<file path="src/hdl/hdr_latency_histogram_unit_assert.svh">
// Assertion macros shared by the histogram modules.
`ifndef HDR_LATENCY_HISTOGRAM_UNIT_ASSERT_SVH
`define HDR_LATENCY_HISTOGRAM_UNIT_ASSERT_SVH

// An implication checked on every clock edge outside reset.
`define HLH_ASSERT_IMP(label, ante, cons) \
    label: assert property (@(posedge clk) disable iff (!rst_n) (ante) |-> (cons)) \
        else $error("assertion failed");

// An implication whose consequent is checked in the next cycle.
`define HLH_ASSERT_NEXT(label, ante, cons) \
    label: assert property (@(posedge clk) disable iff (!rst_n) (ante) |=> (cons)) \
        else $error("assertion failed");

`endif

</file>
<file path="src/hdl/hdrh_pkg.sv">
package hdrh_pkg;

    typedef struct packed {
        logic [1:0]  func;
        logic [63:0] value;
        logic [13:0] percentile;
    } hdrh_in_t;

    typedef struct packed {
        logic [63:0] quantile_value;
        logic [63:0] sample_total;
        logic [63:0] smallest_seen;
        logic [63:0] largest_seen;
        logic [63:0] running_sum;
    } hdrh_out_t;

    localparam logic [1:0] FUNC_RECORD   = 2'd0;
    localparam logic [1:0] FUNC_QUANTILE = 2'd1;
    localparam logic [1:0] FUNC_CLEAR    = 2'd2;

    localparam logic [63:0] FULL_PERCENT = 64'd10000;
    localparam logic [63:0] RESET_LIMIT  = 64'd4294967295;

    // Command passed from the classifying front to the store back end.
    typedef struct packed {
        logic [1:0]  func;
        logic [63:0] value;
        logic [13:0] percentile;
        logic [6:0]  shift;
    } hdrh_cmd_t;

    function automatic logic [6:0] bit_len(input logic [63:0] v);
        logic [6:0] n;
        n = 7'd0;
        for (int i = 0; i < 64; i++) begin
            if (v[i]) begin
                n = 7'(i + 1);
            end
        end
        return n;
    endfunction

endpackage

</file>
<file path="src/hdl/hdrh_front.sv">
module hdrh_front (
    input  logic              clk,
    input  logic              rst_n,
    input  logic              in_valid,
    output logic              in_ready,
    input  hdrh_pkg::hdrh_in_t in_data,
    output logic              q_valid,
    input  logic              q_ready,
    output hdrh_pkg::hdrh_cmd_t q_data
);
    import hdrh_pkg::*;

    // Two-entry queue; the front computes the value's bit length on entry.
    hdrh_cmd_t  mem_reg [2];
    logic       wp_reg, rp_reg;
    logic [1:0] cnt_reg;
    logic       push, pop;

    assign in_ready = (cnt_reg != 2'd2);
    assign push     = in_valid && in_ready;
    assign q_valid  = (cnt_reg != 2'd0);
    assign pop      = q_valid && q_ready;
    assign q_data   = mem_reg[rp_reg];

    always_ff @(posedge clk)
    begin
        if (push)
        begin
            mem_reg[wp_reg] <= '{func: in_data.func, value: in_data.value,
                                 percentile: in_data.percentile,
                                 shift: bit_len(in_data.value)};
        end
    end

    always_ff @(posedge clk or negedge rst_n)
    begin
        if (!rst_n)
        begin
            wp_reg  <= 1'b0;
            rp_reg  <= 1'b0;
            cnt_reg <= 2'd0;
        end
        else
        begin
            if (push)
            begin
                wp_reg <= !wp_reg;
            end
            if (pop)
            begin
                rp_reg <= !rp_reg;
            end
            cnt_reg <= cnt_reg + 2'(push) - 2'(pop);
        end
    end

    `include "hdr_latency_histogram_unit_assert.svh"
    `HLH_ASSERT_IMP(a_cnt_range, 1'b1, cnt_reg <= 2'd2)
    `HLH_ASSERT_NEXT(a_full_next, push && !pop && cnt_reg == 2'd1, cnt_reg == 2'd2)
    `HLH_ASSERT_NEXT(a_empty_next, pop && !push && cnt_reg == 2'd1, cnt_reg == 2'd0)
endmodule

</file>
<file path="config.mk">
export PLATFORM = sky130hd
export DESIGN_NAME = hdrh_front
export DESIGN_NICKNAME = d
export VERILOG_FILES = /design/src/hdl/hdrh_pkg.sv /design/src/hdl/hdrh_front.sv
export VERILOG_INCLUDE_DIRS = /design/src /design/src/hdl
export SDC_FILE = /design/constraint.sdc
export NUM_CORES = 1
export LEC_CHECK = 0
export BUFFER_PORTS_ARGS = -buffer_cell sky130_fd_sc_hd__buf_2
export CAP_MARGIN = 10
export CORE_MARGIN = 2
export CORE_UTILIZATION = 35
export CTS_BUF_LIST = sky130_fd_sc_hd__clkbuf_2 sky130_fd_sc_hd__clkbuf_4 sky130_fd_sc_hd__clkbuf_8
export CTS_CLUSTER_SIZE = 14
export DETAILED_ROUTE_END_ITERATION = 8
export GPL_ROUTABILITY_DRIVEN = 0
export PLACE_DENSITY = 0.65
export SYNTH_ARGS = -nofsm -noshare
export SYNTH_HDL_FRONTEND = slang
export SYNTH_SLANG_ARGS = --single-unit
</file>
<file path="constraint.sdc">
create_clock -name clk -period 6.2 [get_ports clk]
set_clock_uncertainty 0.05 [all_clocks]
set_input_delay 0.62 -clock clk [delete_from_list [all_inputs] [get_ports clk]]
set_output_delay 0.62 -clock clk [all_outputs]
set_load 0.01 [all_outputs]
</file>
==> impl_summary.txt, run 1 <==
----------------------------------------------------
[Synthesis]
  Share of the synthesized area in the top cell type ... between 70% and 80%
  Area share of xor/xnor cells in the synthesized design ... less than 1%
  Simple-gate area share of the yosys netlist ... 6.36%
  Netlist area before placement ... between 0.007 and 0.008 sq mm
  Primary flip-flop cell chosen by synthesis mapping ... edfxtp_1
  Leading cell type by number of instances after synthesis ... edfxtp_1
  Fraction of the yosys area taken by sequential cells ... 73.3%
  Synth Instances ... 425
  Multiplexer area fraction after synthesis ... 13.5%
  Yosys warns ... 0
  Yosys cell types ... 49
  Dominant combinational cell family by area after synthesis ... multiplexers
  Compound-Gate Fraction of Synth Area ... under 10%
  Cell type with the highest aggregate area in the netlist ... edfxtp_1
  Average cell area after synthesis ... 16.9 sq um
  Fraction of the mapped netlist area in adder cells ... 0.348%
  Async set or reset register ratio after synthesis ... between 2 and 2.5%
  Syn nets ... approximately 510
  Top cells by instance count after synthesis ... edfxtp_1 (172), mux2_2 (79), nor2_1 (29)
  Count of flip-flops with a built-in enable after synthesis ... 172
  Yosys reg bits ... 176
  Biggest area contributors in the synthesized netlist ... edfxtp_1 (72%), mux2_2 (12%), nor2_1 (1.5%)

[Global routing]
  Antenna violations before repair ... 0
  Maximum number of pins on one net before global-route repair ... between 80 and 90
  Global-route congestion overflow total ... 0
  Global-route wire length before repair ... 24500 microns
  Vias in the first global route ... 4603
  Total Routing Usage GR ... 14.6%

[Worst setup path]
  Endpoint of the worst-slack reg-to-reg timing path ... mem_reg[0][82]$_DFFE_PP_
  Capturing element type of the critical path ... output pin
  Max stage delay cell, worst path ... dfrtp_4
  Arrival time at the worst endpoint ... 2.30 ns
  Worst-path fanout max ... 87
  Delay of the slowest cell on the worst path ... 1.23 ns
  Depth of the worst register-to-register path ... 4
  Data required time of the worst path ... 5.53 ns
  Family with the most delay on the worst path ... flip-flops
  Worst R2R Start ... cnt_reg[1]$_DFF_PN0_
  Worst reg-to-reg setup slack ... around 3.6 ns
  Cell-by-cell trace of the critical path ... mux2_2, buf_2
  Startpoint-to-endpoint class of the critical path ... register to output pin
  Sort of element at the start of the critical path ... register
  Count of buffering cells on the critical path with inverters included ... 1
  Worst setup path start ... rp_reg$_DFFE_PN0P_

[Final layout]
  Share of post-route cells with drive strength above 1 ... 46.7%
  Max reg flops ... 172
  Antenna fix cells ... 0
  Filler Cell Count ... 1846
  Number of nets in the layout ... 695
  Design Area, Final ... 0.00873 sq mm
  Layout-stage area growth over the synthesis result ... 21.5%
  Final non-filler cell total ... 891

[Run]
  Number of max-cap violations ... 0

[Die]
  Floorplan die area ... about 0.022 sq mm
  Site Rows ... 52
  Width of the die ... 147 microns
  Initial Util ... 35.6%
  Vertical die dimension ... approximately 150 microns
  Area of the placeable core ... 0.0202 sq mm
  Count of boundary I/O pins ... 173

[Status]
  Status ... finished, final reports clean

[Clocking]
  CTS sink cnt ... about 180
  Clock tree from TritonCTS ... done
  Clock tree buffer depth ... 2
  Clock insertion delay at the later pin of the skew report ... 0.43 ns
  Cell at the root of the clock tree ... clkbuf_8
  CTS H-tree lvls ... 4
  Clock transition time at the flip-flop clock pins of the worst setup and hold paths ... 0.09 ns
  Total CTS buffers ... 17
  Post-CTS sizing ... 0

[Worst hold path]
  Worst hold path startpoint ... in_data[6]
  Number of stages on the worst hold path ... 1
  Min-Delay Endpoint ... mem_reg[0][13]$_DFFE_PP_
  Class of the most critical hold timing path ... input port to register

[Route]
  Initial DRT Pass Iterations ... 4
  Via total after detailed routing ... 4351
  DRC ... 0
  DRT Wirelength ... 15800 microns
  Antenna Nets Post-Route ... 0
  Per-cell via count in the routed design ... 4.88
  DR iter-0 viols ... 235
  Post-DR wirelength/cell ... 17.7 microns

[Pwr]
  Peak supply drop ... 0.165 mV
  Static power due to leakage ... 3.13 nW
  Power density normalized to cell area ... approximately 400 mW/mm^2

[Placement]
  Port bufs ... 172
  Placed Cells ... 858
  Detailed placement HPWL ... 10600 microns
  Post-DP Area ... 0.00836 sq mm

[STA]
  Max Clk Rate ... 337 MHz
  Final number of max-transition violations ... 0
  Crit share post-route ... 47.9%
  Sum of negative setup slack ... 0 ns
  Final-report hold violation count ... 0
  Post-layout min period ... 2.97 ns
  Measured slew at the worst slew-check pin ... 1.22 ns
  Final count of negative-setup-slack endpoints ... 0
  Rel. slew slack ... 18.8%
  Unrepaired setup endpoints after global routing ... no

----------------------------------------------------
==> kinds of logic (layout without fill, tap and decap cells) <==
logic type | count (synthesis) | after routing
DFF | 176 | 176
and+or+nand+nor | 87 | 87
muxes | 86 | 86
AOI/OAI and AO/OA | 49 | 49
buffers and inverters | 21 | 217
xor gates and xnor gates | 4 | 4
adders and majority gates | 2 | 2
==> cells in the final DEF (no fill, tap or decap), drive strengths merged, types with 5 or more instances in the layout <==
cell type,instances
buf,175
edfxtp,172
mux2,86
nor2,29
clkbuf,17
a21oi,13
inv,12
nor4,11
nand2,10
clkinv,9
nor3,8
nand2b,6
or4,6
o21ai,6
o211ai,5
==> layer usage <==
| layer | up-vias | part of all wire (%) | global-route usage [%] |
|---|---|---|---|
| met1 | 2144 | 46 | 19.1 |
| li1 | 2051 | - | - |
| met2 | 140 | 48 | 23.7 |
| met4 | 0 | 1.4 | 4.28 |
| met3 | 16 | 5.4 | 4.47 |
| met5 | - | 0 | 0 |
==> layout make-up <==
cell class              count  area (sq um)  share of cell area (%)
clock inverters            14          93.8                    1.08
clock buffers              17           234                    2.68
repair buffers            176           913                    10.5
flip-flops and latches    176          5270                    60.4
inverters                  10          37.5                   0.430
multi-input cells         228          1840                    21.1
well taps                 270           338                    3.87
==> worst max path at each step <==
stage | end | slack (ns) | depth (start not counted)
floorplan | mem_reg[0][0]$_DFFE_PP_ | 1.32 | 2
global placement | mem_reg[0][66]$_DFFE_PP_ | 3.41 | 4
detailed placement | mem_reg[0][63]$_DFFE_PP_ | 3.32 | 4
CTS | q_data[38] | 3.14 | 2
global route | q_data[38] | 3.05 | 2
finish | q_data[38] | 3.23 | 2
==> stage by stage <==
stage                     setup WS (ns)  utilization, %  power [mW]  hold slack [ns]
after CTS                          3.14            43.1        3.57            0.265
after floorplan                    1.32               -        2.45            0.274
after global placement             3.41            41.5        2.86            0.376
after detailed placement           3.32            41.5        2.88            0.382
final                              3.23            43.3        3.53            0.316
after global routing               3.05            43.3        3.72            0.269
==> where the power goes <==
group	internal, mW	switching [mW]
Sequential	1.63	0.174
Combinational	0.508	0.540
Clock	0.273	0.409
==> timing repair <==
action,4_1_cts,5_1_grt
endpoints found under the setup margin,0,0
hold buffers,1,0
endpoints found under the hold margin,4,0
setup buffers,0,0
No activity file was read; power rests on OpenSTA's default activity.
==> inputs of run 2 (changes only) <==
--- a/config.mk
+++ b/config.mk
@@ -14,7 +14,7 @@
 export CTS_CLUSTER_SIZE = 14
 export DETAILED_ROUTE_END_ITERATION = 8
 export GPL_ROUTABILITY_DRIVEN = 0
-export PLACE_DENSITY = 0.65
+export PLACE_DENSITY = 0.67
 export SYNTH_ARGS = -nofsm -noshare
 export SYNTH_HDL_FRONTEND = slang
 export SYNTH_SLANG_ARGS = --single-unit
==> constraint.sdc (replaced) <==
create_clock -name clk -period 2.6 [get_ports clk]
set_clock_uncertainty 0.05 [all_clocks]
set_input_delay 0.26 -clock clk [delete_from_list [all_inputs] [get_ports clk]]
set_output_delay 0.26 -clock clk [all_outputs]
set_load 0.01 [all_outputs]
==> run 2 against run 1 <==
  * Hold slack lost 0.28 ns
  * Register-to-register slack got worse by 2.8 ns
  * Clock power rose to 2.5 times the previous value
  * Wire length is 7.2% higher
  * Design area rose by 9.2%
  * Critical endpoint is now q_data[58]
  * Critical path depth is 1 higher
  * Flip-flop and latch count unchanged
  * Clock-buffer cell count up 3
==> impl_summary.txt, run 2 (synthesized netlist as in run 1, its figures left out) <==
----------------------------------------------------
[Final layout]
  Number of nets in the layout ... 770
  Share of post-route cells with drive strength above 1 ... 41.5%
  Commonest non-fill, non-tap cells in the layout ... buf_2 (172), edfxtp_1 (172), mux2_2 (79)
  Antenna fix cells ... 0
  Utilization after layout ... 47.2%
  Layout-stage area growth over the synthesis result ... 32.7%
  Max reg flops ... 172
  Filler Cell Count ... 1797

[Placement]
  Port bufs ... 172
  Worst setup slack before clock tree synthesis ... roughly 0.57 ns
  Detailed placement HPWL ... 10800 microns

[Worst setup path]
  Capturing element type of the critical path ... output pin
  Arrival time at the worst endpoint ... 1.90 ns
  Cell-by-cell trace of the critical path ... buf_12, mux2_2, buf_2
  Worst-path fanout max ... 87
  Sort of element at the start of the critical path ... register
  Worst reg-to-reg setup slack ... ~0.73 ns
  Delay of the slowest cell on the worst path ... 0.43 ns
  Data required time of the worst path ... approximately 2.3 ns
  Max stage delay cell, worst path ... dfrtp_4
  Startpoint-to-endpoint class of the critical path ... register to output pin

[STA]
  Max Clk Rate ... 452 MHz
  Crit share post-route ... a little under nine tenths
  Post-layout min period ... 2.21 ns
  Unrepaired setup endpoints after global routing ... no
  Final count of negative-setup-slack endpoints ... 0
  Final-report hold violation count ... 0
  Rel. slew slack ... about 51%
  Measured slew at the worst slew-check pin ... between 0.7 and 0.8 ns
  Final number of max-transition violations ... 0
  Sum of negative setup slack ... 0 ns
  Worst setup margin ... 0.388 ns

[Route]
  Antenna Nets Post-Route ... 0
  Via total after detailed routing ... 4669
  DRC ... 0
  Initial DRT Pass Iterations ... 4
  Post-DR wirelength/cell ... between 15 and 20 microns
  Per-cell via count in the routed design ... 4.83
  DRT Wirelength ... 16900 microns
  DR iter-0 viols ... 215

[Clocking]
  Total CTS buffers ... 17
  Clock tree buffer depth ... 2
  CTS sink cnt ... approximately 180
  Clock insertion delay at the later pin of the skew report ... between 0.4 and 0.5 ns
  Number of buffers inserted to repair setup after CTS ... 0
  Cell at the root of the clock tree ... clkbuf_8
  Clock transition time at the flip-flop clock pins of the worst setup and hold paths ... ~0.09 ns
  CTS H-tree lvls ... 4
  Clock tree from TritonCTS ... done

[Pwr]
  Peak supply drop ... 0.594 mV
  Power density normalized to cell area ... 911 mW/mm^2
  Static power due to leakage ... 3.47 nW

[Worst hold path]
  Class of the most critical hold timing path ... input port to register

[Global routing]
  Vias in the first global route ... ~5000
  Maximum number of pins on one net before global-route repair ... 88
  Antenna violations before repair ... 0
  Global-route congestion overflow total ... 0
  Total Routing Usage GR ... around 16%
  Global-route wire length before repair ... roughly 27000 microns

[Die]
  Area of the placeable core ... between 0.02 and 0.025 sq mm
  Initial Util ... 35.6%
  Width of the die ... 147 microns
  Site Rows ... 52
  Vertical die dimension ... 147 microns
  Floorplan die area ... 0.0217 sq mm
  Count of boundary I/O pins ... 173

[Run]
  Number of max-cap violations ... 0

[Status]
  Status ... finished, final reports clean

----------------------------------------------------
run 2: changes by cell type in the layout (fill, tap and decap cells not counted), moves of 2 or more:
cell           previous run  this run
clkinvlp_4                3         0
clkinv_2                  4         2
clkbuf_4                  0         3
dlygate4sd3_1             1        75
clkinv_1                  2         5
buf_4                     2         0
buf_12                    0         4
run 2: worst paths after layout:
path                       depth (start not counted)            startpoint                       end
hold / removal                                     1           in_data[59]  mem_reg[0][66]$_DFFE_PP_
min in group asynchronous                          2                 rst_n        wp_reg$_DFFE_PN0P_
hold reg to reg                                    1  cnt_reg[0]$_DFF_PN0_      cnt_reg[0]$_DFF_PN0_
setup reg to reg                                   7  cnt_reg[1]$_DFF_PN0_      cnt_reg[1]$_DFF_PN0_
setup / recovery                                   3    rp_reg$_DFFE_PN0P_                q_data[58]
max in group asynchronous                          2                 rst_n        rp_reg$_DFFE_PN0P_
run 2: power by group:
| group | switching, mW | internal, mW |
|---|---|---|
| sequential | 0.147 | 3.88 |
| combinational | 1.61 | 1.32 |
| clock | 0.957 | 0.777 |
run 2: timing repair:
item,4_1_cts,5_1_grt
gates resized for setup,0,0
hold buffers,75,0
setup endpoints to repair,0,0
hold endpoints to repair,152,0
run 2: critical path: cells and delay by family (launching register included):
family / cells / cell delay (ns)
buffers and inverters: 2 / 0.54
DFF: 1 / 0.43
muxes: 1 / 0.41
run 2: layer usage:
| layer | up-vias | GRT usage [%] | part of all wire (%) |
|---|---|---|---|
| li1 | 2201 | - | - |
| met1 | 2319 | 18.9 | 42 |
| met2 | 140 | 28.7 | 52 |
| met3 | 9 | 4.38 | 5.3 |
| met4 | 0 | 4.13 | 0.88 |
| met5 | - | 0 | 0 |
run 2: final cells by class:
cell class	instances	area (sq um)	share of cell area, %
Clock inverter	12	93.8	0.985
Multi-Input combinational cell	228	1840	19.3
Tap cell	270	338	3.55
Inverter	10	37.5	0.394
Sequential cell	176	5270	55.3
Clock buffer	20	256	2.69
Timing Repair Buffer	251	1690	17.8
run 2: through the flow:
step / total power [mW] / area [sq um] / hold WS, ns / std cells
after floorplan: 5.79 / 7190 / -0.0856 / 425
after global placement: 6.88 / 8430 / 0.0146 / 860
after detailed placement: 6.98 / 8430 / 0.0207 / 860
after CTS: 8.83 / 9530 / 0.00289 / 967
after global routing: 9.17 / 9530 / 0.00408 / 967
final: 8.68 / 9530 / 0.0401 / 967
==> inputs of run 3 (changes only) <==
--- a/config.mk
+++ b/config.mk
@@ -14,7 +14,7 @@
 export CTS_CLUSTER_SIZE = 14
 export DETAILED_ROUTE_END_ITERATION = 8
 export GPL_ROUTABILITY_DRIVEN = 0
-export PLACE_DENSITY = 0.67
+export PLACE_DENSITY = 0.64
 export SYNTH_ARGS = -nofsm -noshare
 export SYNTH_HDL_FRONTEND = slang
 export SYNTH_SLANG_ARGS = --single-unit
==> run 3 against run 2 <==
  * Core utilization hardly changed
  * Critical path depth stayed put
  * Design area barely moved
  * Setup slack worse by 0.22 ns
  * Via count up 0.15%
  * Sequential share of layout area about the same
  * Clock power increased by 4%
  * Die area stayed put
  * First-iteration DRC count up 35%
  * Maximum frequency down 9.1%
  * Clock-buffer cell count fell by 2
==> impl_summary.txt, run 3 (synthesized netlist as in run 1, its figures left out) <==
----------------------------------------------------
[Worst setup path]
  Worst setup path start ... rp_reg$_DFFE_PN0P_
  Family with the most delay on the worst path ... flip-flops
  Capturing element type of the critical path ... output pin
  Cell count along the critical path ... 3
  Startpoint-to-endpoint class of the critical path ... register to output pin
  Worst reg-to-reg setup slack ... 0.77 ns
  Depth of the worst register-to-register path ... 7
  Max stage delay cell, worst path ... dfrtp_4
  Worst R2R Start ... cnt_reg[1]$_DFF_PN0_
  Endpoint of the worst-slack reg-to-reg timing path ... cnt_reg[1]$_DFF_PN0_
  Cell-by-cell trace of the critical path ... buf_4, mux2_2, buf_2
  Worst-path fanout max ... 35
  Sort of element at the start of the critical path ... register
  Crit path to ... q_data[79]
  Delay of the slowest cell on the worst path ... 0.79 ns
  Data required time of the worst path ... 2.29 ns
  Count of buffering cells on the critical path with inverters included ... 2
  Arrival time at the worst endpoint ... roughly 2.1 ns

[STA]
  Final-report hold violation count ... 0
  Final count of negative-setup-slack endpoints ... 0
  Worst hold margin ... 0.0387 ns
  Crit share post-route ... 93.6%
  Max Clk Rate ... between 400 and 500 MHz
  Worst setup margin ... 0.167 ns
  Final number of max-transition violations ... 0
  Post-layout min period ... 2.43 ns
  Unrepaired setup endpoints after global routing ... no
  Measured slew at the worst slew-check pin ... 0.606 ns
  Sum of negative setup slack ... 0 ns
  Rel. slew slack ... between 50% and 60%

[Run]
  Number of max-cap violations ... 0

[Route]
  DRC ... 0
  Post-DR wirelength/cell ... 17.3 microns
  Via total after detailed routing ... around 4700
  Initial DRT Pass Iterations ... 4
  DRT Wirelength ... 16700 microns
  DR iter-0 viols ... 291
  Per-cell via count in the routed design ... ~4.8
  Antenna Nets Post-Route ... 0

[Placement]
  Worst setup slack before clock tree synthesis ... between 0.5 and 0.6 ns
  Post-DP Area ... 0.00846 sq mm
  Detailed placement HPWL ... 11100 microns
  Port bufs ... ~170

[Die]
  Count of boundary I/O pins ... roughly 170
  Width of the die ... around 150 microns
  Vertical die dimension ... 147 microns
  Site Rows ... 52
  Area of the placeable core ... 0.0202 sq mm
  Initial Util ... 35.6%
  Floorplan die area ... 0.0217 sq mm

[Final layout]
  Number of nets in the layout ... 768
  Filler Cell Count ... 1786
  Commonest non-fill, non-tap cells in the layout ... buf_2 (172), edfxtp_1 (172), mux2_2 (79)
  Area of the multi-input gates ... 0.00184 sq mm
  Max reg flops ... roughly 170
  Layout-stage area growth over the synthesis result ... 32.6%
  Design Area, Final ... around 0.0095 sq mm
  Antenna fix cells ... 0
  Share of post-route cells with drive strength above 1 ... 42.9%
  Sequential cell area ... 0.00527 sq mm

[Global routing]
  Total Routing Usage GR ... 15.6%
  Global-route wire length before repair ... ~26000 microns
  Global-route congestion overflow total ... 0
  Antenna violations before repair ... 0
  Maximum number of pins on one net before global-route repair ... between 50 and 60
  Vias in the first global route ... 4868

[Clocking]
  CTS H-tree lvls ... 4
  Clock tree from TritonCTS ... done
  CTS sink cnt ... 176
  Clock tree buffer depth ... 2
  Clock insertion delay at the later pin of the skew report ... 0.44 ns
  Total CTS buffers ... 17
  Clock transition time at the flip-flop clock pins of the worst setup and hold paths ... 0.09 ns
  Cell at the root of the clock tree ... clkbuf_8

[Pwr]
  Power density normalized to cell area ... approximately 920 mW/mm^2
  Static power due to leakage ... 3.46 nW
  Power Total ... 8.77 mW
  Peak supply drop ... 0.404 mV

[Worst hold path]
  Class of the most critical hold timing path ... input port to register

[Status]
  Status ... finished, final reports clean

----------------------------------------------------
-- run 3: cell types whose count changed in the layout (fill, tap and decap cells not counted) --
cell,delta
clkinv_4,-1
inv_6,+2
clkinvlp_4,+5
inv_8,+1
buf_4,+4
clkinv_1,-5
clkbuf_4,-2
dlygate4sd3_1,-6
-- run 3: routing by layer --
metal | up-vias | part of all wire, % | track usage (%)
li1 | 2199 | - | -
met2 | 156 | 50 | 26.6
met5 | - | 0 | 0
met1 | 2302 | 43 | 19.6
met3 | 19 | 4.8 | 3.23
met4 | 0 | 1.6 | 5.77
-- run 3: layout make-up --
cell class                 instances  share of cell area [%]
clock inverter                    14                    1.39
tap                              270                    3.55
clock buffer                      18                    2.54
sequential                       176                    55.3
multi-input combinational        228                    19.4
timing repair buffer             249                    17.4
inverter                          10                   0.394
-- run 3: metrics by stage --
step / utilization, % / instances
after CTS: 47.2 / 965
after global routing: 47.2 / 965
after floorplan: - / 425
final: 47.2 / 965
after global placement: 41.9 / 864
after detailed placement: 41.9 / 864
-- run 3: what timing repair did --
item / CTS / global route
hold buffers: 69 / 0
setup buffers: 0 / 0
hold endpoints to repair: 138 / 0
gates resized for setup: 0 / 0
-- run 3: how the worst min path moves through the flow --
stage	start	endpoint	slack [ns]	cells past startpoint
after floorplan	rst_n	cnt_reg[0]$_DFF_PN0_	-0.09	0
after global placement	rst_n	cnt_reg[1]$_DFF_PN0_	0.01	1
after detailed placement	rst_n	cnt_reg[1]$_DFF_PN0_	0.02	1
after CTS	in_data[32]	mem_reg[1][39]$_DFFE_PP_	0.001	1
after global routing	in_data[54]	mem_reg[0][61]$_DFFE_PP_	0.004	1
final	in_data[54]	mem_reg[1][61]$_DFFE_PP_	0.04	1
-- run 3: power breakdown --
group          switching [mW]  total (mW)  internal, mW
Clock                    1.02        1.80         0.782
Sequential              0.262        4.13          3.87
Combinational            1.49        2.83          1.34
